`src/rtl/core/pit_pkg.sv`:
```
`default_nettype none

package pit_pkg;

	localparam int NUM_CHANNELS = 3;
	localparam int COUNT_WIDTH  = 16;

	// request kinds
	localparam logic [1:0] REQ_WRITE = 2'd0;
	localparam logic [1:0] REQ_READ  = 2'd1;
	localparam logic [1:0] REQ_TICK  = 2'd2;

	localparam logic [1:0] PORT_CONTROL = 2'd3;

	// select field of a control word
	localparam logic [1:0] SC_READBACK = 2'd3;

	// access field of a control word
	localparam logic [1:0] RW_LATCH = 2'd0;
	localparam logic [1:0] RW_LSB   = 2'd1;
	localparam logic [1:0] RW_MSB   = 2'd2;
	localparam logic [1:0] RW_WORD  = 2'd3;

	typedef logic [COUNT_WIDTH-1:0] count_t;

	// per-channel command for one transaction
	typedef struct packed {
		logic       prog;
		logic       latch_cnt;
		logic       latch_sts;
		logic       wr;
		logic       rd;
		logic       tick;
		logic       gate;
		logic [7:0] data;
	} pit_cmd_t;

endpackage

`default_nettype wire

```
`src/rtl/core/programmable_interval_timer.sv`:
```
// Three-channel 16-bit interval timer (rate generator and square wave modes).
// Input channel (in_valid/in_stall): one transaction is a bus write, a bus read
// or one timer clock tick carrying the gate level of every channel. Port 3
// takes control words (program, counter latch, read-back); ports 0..2 load
// counts and return counts or latched status through the byte toggle.
// Output channel (out_valid/out_stall): exactly one result per transaction,
// in order: read_byte/read_valid for a read, and the OUT level of every
// channel after the transaction in out_levels.
// Timing: a transaction passes through the input register, then its result
// goes to the result register, where out_valid rises; a result stall holds it
// in the input register. Throughput: one transaction per cycle while out_stall
// is low; the channel state update is a single pass between the two registers.
// When out_stall is high with a result waiting, the input register holds any
// transaction it has and in_stall is high while it is full; nothing is dropped.
// Reset (arst_n low) empties both registers, sets every OUT high with null
// count set, clears control words, toggles and latches, zeroes count elements.
// Reloads are unknown until written; no channel counts before its first count.
`default_nettype none

module programmable_interval_timer
	import pit_pkg::*;
(
	input  wire logic       clk,
	input  wire logic       arst_n,
	input  wire logic       in_valid,
	output logic            in_stall,
	input  wire logic [1:0] req_type,
	input  wire logic [1:0] port_select,
	input  wire logic [7:0] write_byte,
	input  wire logic [2:0] gate_levels,
	output logic            out_valid,
	input  wire logic       out_stall,
	output logic [7:0]      read_byte,
	output logic            read_valid,
	output logic [2:0]      out_levels
);

	logic       valid_s1;
	logic [1:0] req_s1;
	logic [1:0] port_s1;
	logic [7:0] byte_s1;
	logic [2:0] gate_s1;

	logic       out_valid_q;
	logic [7:0] read_byte_q;
	logic       read_valid_q;
	logic [2:0] out_levels_q;

	logic       advance;
	logic       accept;
	pit_cmd_t   cmd [NUM_CHANNELS];
	logic [7:0] ch_byte [NUM_CHANNELS];
	logic       ch_level [NUM_CHANNELS];
	logic [7:0] byte_mux;
	logic       rd_any;
	logic [2:0] levels;

	assign advance  = valid_s1 && (!out_valid_q || !out_stall);
	assign in_stall = valid_s1 && !advance;
	assign accept   = in_valid && !in_stall;

	always_ff @(posedge clk or negedge arst_n) begin
		if (!arst_n) begin
			valid_s1 <= 1'b0;
		end else if (accept) begin
			valid_s1 <= 1'b1;
		end else if (advance) begin
			valid_s1 <= 1'b0;
		end
	end

	always_ff @(posedge clk) begin
		if (accept) begin
			req_s1  <= req_type;
			port_s1 <= port_select;
			byte_s1 <= write_byte;
			gate_s1 <= gate_levels;
		end
	end

	pit_decode u_decode (
		.fire        (advance),
		.req_type    (req_s1),
		.port_select (port_s1),
		.write_byte  (byte_s1),
		.gate_levels (gate_s1),
		.cmd         (cmd)
	);

	for (genvar c = 0; c < NUM_CHANNELS; c++) begin : g_ch
		pit_channel u_channel (
			.clk        (clk),
			.arst_n     (arst_n),
			.cmd        (cmd[c]),
			.rd_byte    (ch_byte[c]),
			.level_next (ch_level[c])
		);
	end

	always_comb begin
		byte_mux = 8'h00;
		rd_any   = 1'b0;
		levels   = 3'b000;
		for (int c = 0; c < NUM_CHANNELS; c++) begin
			byte_mux  = byte_mux | ch_byte[c];
			rd_any    = rd_any | cmd[c].rd;
			levels[c] = ch_level[c];
		end
	end

	always_ff @(posedge clk or negedge arst_n) begin
		if (!arst_n) begin
			out_valid_q <= 1'b0;
		end else if (advance) begin
			out_valid_q <= 1'b1;
		end else if (!out_stall) begin
			out_valid_q <= 1'b0;
		end
	end

	always_ff @(posedge clk) begin
		if (advance) begin
			read_byte_q  <= byte_mux;
			read_valid_q <= rd_any;
			out_levels_q <= levels;
		end
	end

	assign out_valid  = out_valid_q;
	assign read_byte  = read_byte_q;
	assign read_valid = read_valid_q;
	assign out_levels = out_levels_q;

endmodule

`default_nettype wire

```
`src/rtl/core/pit_decode.sv`:
```
`default_nettype none

module pit_decode
	import pit_pkg::*;
(
	input  wire logic       fire,
	input  wire logic [1:0] req_type,
	input  wire logic [1:0] port_select,
	input  wire logic [7:0] write_byte,
	input  wire logic [2:0] gate_levels,
	output pit_cmd_t        cmd [NUM_CHANNELS]
);

	logic       ctl_wr;
	logic [1:0] sc;
	logic [1:0] rw;

	assign ctl_wr = fire && (req_type == REQ_WRITE) && (port_select == PORT_CONTROL);
	assign sc     = write_byte[7:6];
	assign rw     = write_byte[5:4];

	always_comb begin
		for (int c = 0; c < NUM_CHANNELS; c++) begin
			cmd[c]           = '0;
			cmd[c].data      = write_byte;
			cmd[c].gate      = gate_levels[c];
			cmd[c].tick      = fire && (req_type == REQ_TICK);
			cmd[c].wr        = fire && (req_type == REQ_WRITE) && (port_select == 2'(c));
			cmd[c].rd        = fire && (req_type == REQ_READ) && (port_select == 2'(c));
			if (ctl_wr) begin
				if (sc == SC_READBACK) begin
					if (write_byte[c+1]) begin
						cmd[c].latch_cnt = !write_byte[5];
						cmd[c].latch_sts = !write_byte[4];
					end
				end else if (sc == 2'(c)) begin
					if (rw == RW_LATCH) begin
						cmd[c].latch_cnt = 1'b1;
					end else begin
						cmd[c].prog = 1'b1;
					end
				end
			end
		end
	end

endmodule

`default_nettype wire

```
`src/rtl/core/pit_channel.sv`:
```
`default_nettype none

module pit_channel
	import pit_pkg::*;
(
	input  wire logic     clk,
	input  wire logic     arst_n,
	input  wire pit_cmd_t cmd,
	output logic [7:0]    rd_byte,
	output logic          level_next
);

	count_t      reload_q;
	count_t      ce_q, ce_d;
	count_t      olatch_q, olatch_d;
	logic        cnt_lat_q, cnt_lat_d;
	logic [7:0]  sts_q, sts_d;
	logic        sts_lat_q, sts_lat_d;
	logic [5:0]  ctrl_q, ctrl_d;
	logic [1:0]  tog_q, tog_d;
	logic        out_q, out_d;
	logic        null_q, null_d;
	logic        pgate_q, pgate_d;
	logic        armed_q, armed_d;
	logic        pend_q, pend_d;
	logic        oddw_q, oddw_d;

	logic        reload_we;
	logic [15:0] reload_new;
	logic [15:0] reload16;
	logic [15:0] src16;
	count_t      rld_val;
	count_t      ce_dec1;
	count_t      ce_dec2;
	logic        active;
	logic        sq;
	logic [1:0]  rw;
	logic        rising;

	assign active   = ctrl_q[2];
	assign sq       = ctrl_q[1];
	assign rw       = ctrl_q[5:4];
	assign reload16 = 16'(reload_q);
	assign rld_val  = sq ? (reload_q & ~COUNT_WIDTH'(1)) : reload_q;
	assign ce_dec1  = ce_q - COUNT_WIDTH'(1);
	assign ce_dec2  = ce_q - COUNT_WIDTH'(2);
	assign rising   = cmd.gate && !pgate_q;
	assign src16    = cnt_lat_q ? 16'(olatch_q) : 16'(ce_q);

	always_comb begin
		ce_d       = ce_q;
		olatch_d   = olatch_q;
		cnt_lat_d  = cnt_lat_q;
		sts_d      = sts_q;
		sts_lat_d  = sts_lat_q;
		ctrl_d     = ctrl_q;
		tog_d      = tog_q;
		out_d      = out_q;
		null_d     = null_q;
		pgate_d    = pgate_q;
		armed_d    = armed_q;
		pend_d     = pend_q;
		oddw_d     = oddw_q;
		reload_we  = 1'b0;
		reload_new = 16'h0000;
		rd_byte    = 8'h00;

		if (cmd.prog) begin
			ctrl_d    = cmd.data[5:0];
			tog_d     = 2'b00;
			cnt_lat_d = 1'b0;
			sts_lat_d = 1'b0;
			out_d     = 1'b1;
			null_d    = 1'b1;
			armed_d   = 1'b0;
			pend_d    = 1'b0;
			oddw_d    = 1'b0;
		end

		if (cmd.latch_cnt && !cnt_lat_q) begin
			olatch_d  = ce_q;
			cnt_lat_d = 1'b1;
		end

		if (cmd.latch_sts && !sts_lat_q) begin
			sts_d     = {out_q, null_q, ctrl_q};
			sts_lat_d = 1'b1;
		end

		if (cmd.wr && rw != RW_LATCH) begin
			reload_we = 1'b1;
			case (rw)
				RW_LSB:  reload_new = {8'h00, cmd.data};
				RW_MSB:  reload_new = {cmd.data, 8'h00};
				default: reload_new = tog_q[1] ? {cmd.data, reload16[7:0]} : {8'h00, cmd.data};
			endcase
			if (rw == RW_WORD && !tog_q[1]) begin
				// hold count state until the high byte lands
				tog_d[1] = 1'b1;
			end else begin
				tog_d[1] = 1'b0;
				null_d   = 1'b1;
				if (!armed_q) begin
					armed_d = 1'b1;
					pend_d  = 1'b1;
				end
			end
		end

		if (cmd.rd) begin
			if (sts_lat_q) begin
				sts_lat_d = 1'b0;
				rd_byte   = sts_q;
			end else if (rw == RW_WORD) begin
				if (!tog_q[0]) begin
					tog_d[0] = 1'b1;
					rd_byte  = src16[7:0];
				end else begin
					tog_d[0]  = 1'b0;
					cnt_lat_d = 1'b0;
					rd_byte   = src16[15:8];
				end
			end else begin
				rd_byte   = (rw == RW_MSB) ? src16[15:8] : src16[7:0];
				cnt_lat_d = 1'b0;
			end
		end

		if (cmd.tick) begin
			pgate_d = cmd.gate;
			if (active && armed_q) begin
				if (!cmd.gate) begin
					out_d = 1'b1;
				end else if (rising || pend_q) begin
					pend_d = 1'b0;
					ce_d   = rld_val;
					null_d = 1'b0;
					oddw_d = 1'b0;
					out_d  = 1'b1;
				end else if (!sq) begin
					if (ce_q == COUNT_WIDTH'(1)) begin
						ce_d   = rld_val;
						null_d = 1'b0;
						oddw_d = 1'b0;
						out_d  = 1'b1;
					end else begin
						ce_d = ce_dec1;
						if (ce_dec1 == COUNT_WIDTH'(1)) out_d = 1'b0;
					end
				end else if (oddw_q) begin
					// extra high clock of an odd count is over
					out_d  = 1'b0;
					ce_d   = rld_val;
					null_d = 1'b0;
					oddw_d = 1'b0;
				end else begin
					ce_d = ce_dec2;
					if (ce_dec2 == '0) begin
						if (out_q && reload_q[0]) begin
							oddw_d = 1'b1;
						end else begin
							out_d  = !out_q;
							ce_d   = rld_val;
							null_d = 1'b0;
							oddw_d = 1'b0;
						end
					end
				end
			end
		end
	end

	assign level_next = out_d;

	always_ff @(posedge clk) begin
		if (reload_we) begin
			reload_q <= reload_new[COUNT_WIDTH-1:0];
		end
	end

	always_ff @(posedge clk or negedge arst_n) begin
		if (!arst_n) begin
			ce_q      <= '0;
			olatch_q  <= '0;
			cnt_lat_q <= 1'b0;
			sts_q     <= 8'h00;
			sts_lat_q <= 1'b0;
			ctrl_q    <= 6'h00;
			tog_q     <= 2'b00;
			out_q     <= 1'b1;
			null_q    <= 1'b1;
			pgate_q   <= 1'b0;
			armed_q   <= 1'b0;
			pend_q    <= 1'b0;
			oddw_q    <= 1'b0;
		end else begin
			ce_q      <= ce_d;
			olatch_q  <= olatch_d;
			cnt_lat_q <= cnt_lat_d;
			sts_q     <= sts_d;
			sts_lat_q <= sts_lat_d;
			ctrl_q    <= ctrl_d;
			tog_q     <= tog_d;
			out_q     <= out_d;
			null_q    <= null_d;
			pgate_q   <= pgate_d;
			armed_q   <= armed_d;
			pend_q    <= pend_d;
			oddw_q    <= oddw_d;
		end
	end

endmodule

`default_nettype wire

```
`config.mk`:
```
export PLATFORM = sky130hd
export DESIGN_NAME = programmable_interval_timer
export DESIGN_NICKNAME = d
export VERILOG_FILES = /design/src/rtl/core/pit_pkg.sv /design/src/rtl/core/programmable_interval_timer.sv /design/src/rtl/core/pit_decode.sv /design/src/rtl/core/pit_channel.sv
export SDC_FILE = /design/constraint.sdc
export NUM_CORES = 1
export LEC_CHECK = 0
export ABC_AREA = 1
export ABC_CLOCK_PERIOD_IN_PS = 4000
export BUFFER_PORTS_ARGS = -buffer_cell sky130_fd_sc_hd__buf_2
export CAP_MARGIN = 20
export CORE_AREA = 5 5 169 171
export DETAILED_ROUTE_END_ITERATION = 7
export DIE_AREA = 0 0 174 176
export PLACE_DENSITY = 0.84
export SETUP_SLACK_MARGIN = 0.5
export SYNTH_ARGS = -nofsm -noshare
export SYNTH_HDL_FRONTEND = slang
export SYNTH_HIERARCHICAL = 1
export SYNTH_SLANG_ARGS = --single-unit
```
`constraint.sdc`:
```
create_clock -name clk -period 4 [get_ports clk]
set_input_delay 0.4 -clock clk [delete_from_list [all_inputs] [get_ports clk]]
set_output_delay 0.4 -clock clk [all_outputs]
set_load 0.03 [all_outputs]
```
==> impl_metrics.env <==
export IMPL_status="completed"
export IMPL_yosysMostFrequentCell="nand2_1"
export IMPL_drv_slew=0
export IMPL_yosys_warnings=6
export IMPL_setup_viol=0
export IMPL_clock_skew_ns=0.0246
export IMPL_crit_type="reg -> reg"
export IMPL_path_clk_slew_ns=0.06
export IMPL_overflow=0
export IMPL_ant_nets=0
export IMPL_cts_tree="built"
export IMPL_hold_ws_ns=0.0194
export IMPL_irDropWorstVdd_uv=440
export IMPL_path_buf_inv=4
export IMPL_final_core_util=0.648
export IMPL_crit_arrival_ns=3.40
export IMPL_wire_per_inst_microns=17.5
export IMPL_row_count=60
export IMPL_die_x_microns=174
export IMPL_synth_main_ff_cell="dfrtp_1"
export IMPL_clock_fmax_mhz=324
export IMPL_numCtsBuffers=27
export IMPL_grt_pass1_wl_mm=72.0
export IMPL_ys_types=49
export IMPL_ios=33
export IMPL_dr_first_iter_drc_count=2013
export IMPL_core_area_sq_um=26700
export IMPL_max_stage_delay_ns=0.48
export IMPL_cts_sinks=245
export IMPL_start_util=0.612
export IMPL_io_buffers=32
export IMPL_critPathLaunchType="flip-flop"
export IMPL_avgSynthCellArea_sq_um=7.39
export IMPL_hp_class="in -> reg"
export IMPL_drive_gt1_frac=0.119
export IMPL_root_buffer="clkbuf_16"
export IMPL_yosys_top_cells_area="dfrtp_1, nand2_1, edfxtp_1, inv_1, nand3_1"
export IMPL_dr_pass1_iters=6
export IMPL_clockBufferDepth=3
export IMPL_p_per_area_nw_per_um2=656
export IMPL_diodes=0
export IMPL_required_ns=4.32
export IMPL_cap_violations=0
export IMPL_die_area_sq_um=30600
export IMPL_hold_viol_final=0
export IMPL_vias_per_cell=5.88
export IMPL_path_cells="a21oi_2 -> buf_4 -> nand2_1 -> nor2_1 -> buf_4 -> nand2_1 -> nor2_1 -> inv_1 -> nor2_1 -> nand3_1 -> nand2_1 -> inv_1"
export IMPL_grt_pass1_vias=13700
export IMPL_synth_cells=2213
export IMPL_htreeDepth=1
export IMPL_worst_pin_slew_ns=1.01
export IMPL_dp_hpwl_mm=31.6
export IMPL_synth_ff_latch_count=245
export IMPL_clk_latency_ns=0.56
export IMPL_cp_max_fo=31
export IMPL_routed_wl_mm=44.5
export IMPL_synth_seq_area_share=0.399
export IMPL_synthesis_nets=2259
export IMPL_power_leakage_nw=8.34
export IMPL_layout_area_overhead_vs_synth_pct=5.94
export IMPL_placedInstanceArea_sq_um=16300
export IMPL_period_share=0.771
export IMPL_relSlewSlack=0.328
export IMPL_vias=15000
export IMPL_globalplace_congestion=0.957
export IMPL_rsz0062_at_grt="false"
export IMPL_antenna_found_initial=0
export IMPL_synthArstFlopShare=0.694
export IMPL_die_h_microns=176
export IMPL_setup_tns_ns=0
export IMPL_cp_end_kind="flip-flop"
export IMPL_critical_path_top_delay_family="buffers and inverters"
export IMPL_crit_path_top_delay_cell="inv_1"
export IMPL_synth_area_leader_cell="dfrtp_1"
export IMPL_nNetsFinal=2228
export IMPL_synth_edf_count=75
export IMPL_stdcell_area_sq_um=17300
export IMPL_synth_commonest_cells="nand2_1, inv_1, nand3_1"
export IMPL_grt_max_degree=82
export IMPL_grt_usage=0.286
export IMPL_min_period_ns=3.08
export IMPL_synth_area_sq_um=16300
export IMPL_drcViolationCount=0
export IMPL_synth_top_area_frac=0.251
[per-layer routing]
layer  share of wire  vias to the layer above  GRT usage
met5               0                        -          0
met4           0.030                        0     0.0855
met3           0.091                      101     0.0381
met2            0.46                      782      0.459
met1            0.42                     6986      0.409
li1                -                     7084          -
[through the flow]
stage | instances | power, W | setup WS (ns)
after floorplan | 2213 | 0.00739 | 0.820
after global placement | 2491 | 0.00849 | 0.984
after detailed placement | 2491 | 0.00860 | 0.876
after CTS | 2544 | 0.0113 | 0.929
after global routing | 2544 | 0.0121 | 0.654
final | 2544 | 0.0114 | 0.917
[worst paths after layout]
kind                                                startpoint                             end  slack [ns]  cells past startpoint
worst max-delay path                                 out_valid                   out_levels[2]        0.92                     12
worst min-delay path                             write_byte[5]                      byte_s1[5]        0.02                      1
worst max register to register                       out_valid                   out_levels[2]        0.92                     12
worst min register to register  g_ch[1].u_channel/olatch_q[13]  g_ch[1].u_channel/olatch_q[13]        0.49                      2
max in group asynchronous                               arst_n        g_ch[0].u_channel/oddw_q        2.63                      3
min in group asynchronous                               arst_n  g_ch[0].u_channel/olatch_q[13]        0.39                      2
[cell families (layout without fill, tap and decap cells)]
| group | Yosys count | in the layout | synth area share |
|---|---|---|---|
| buffers and inverters | 396 | 386 | 0.111 |
| muxes | 6 | 6 | 0.00390 |
| DFF | 245 | 245 | 0.399 |
| AOI/OAI and AO/OA | 331 | 331 | 0.115 |
| adders and majority gates | 27 | 27 | 0.0207 |
| and+or+nand+nor | 1177 | 1177 | 0.334 |
| xor gates and xnor gates | 31 | 31 | 0.0166 |
[state kept, by name, summed over array words and instances (netlist names)]
name	flops
out_levels	3
g_ch.u_channel/ce_q	48
g_ch.u_channel/pend_q	3
g_ch.u_channel/reload16	48
out_valid	1
g_ch.u_channel/tog_q	6
valid_s1	1
req_s1	2
g_ch.u_channel/pgate_q	3
read_byte	8
g_ch.u_channel/olatch_q	48
g_ch.u_channel/oddw_q	3
g_ch.u_channel/sts_q	24
g_ch.u_channel/sts_lat_q	3
port_s1	2
g_ch.u_channel/ctrl_q	18
g_ch.u_channel/cnt_lat_q	3
read_valid	1
byte_s1	8
gate_s1	3
g_ch.u_channel/armed_q	3
g_ch.u_channel/out_q	3
g_ch.u_channel/null_q	3
[power breakdown]
part | switching, W | internal [W] | leakage, nW
clock network | 0.00105 | 0.00156 | 0.455
registers | 0.000683 | 0.00300 | 2.87
logic | 0.00342 | 0.00163 | 5.01
total | 0.00516 | 0.00619 | 8.34
[area by class of cell]
class	count	area, sq um
fill	2297	9410
multi-input combinational	1572	8010
sequential	245	6510
inverter	282	1070
clock buffer	38	777
tap	341	427
timing repair buffer	54	352
clock inverter	12	165
[layout by cell type, fill, tap and decap left out, types with 5 or more instances in the layout]
master,instances
a211oi_1,7
nand2_4,8
a31oi_1,14
clkbuf_16,27
o21ai_0,145
inv_2,9
nor2_2,21
ha_1,27
nor2_4,14
nand3_2,41
o21ai_1,14
nand2_1,629
dfstp_2,6
o22ai_1,5
clkbuf_8,6
o211ai_1,54
buf_2,31
dfrtp_1,164
a21oi_1,75
xor2_1,29
edfxtp_1,75
nor3_1,62
nand3_1,176
clkbuf_1,5
nor2_1,156
nand2_2,51
nand4_1,9
inv_1,267
buf_4,18
[what timing repair did]
action                                 CTS  global route
endpoints found under the hold margin   52             0
setup buffers                            0             0
hold buffers                             3             0
resized for setup                        0             0
No activity file was read; power rests on OpenSTA's default activity.
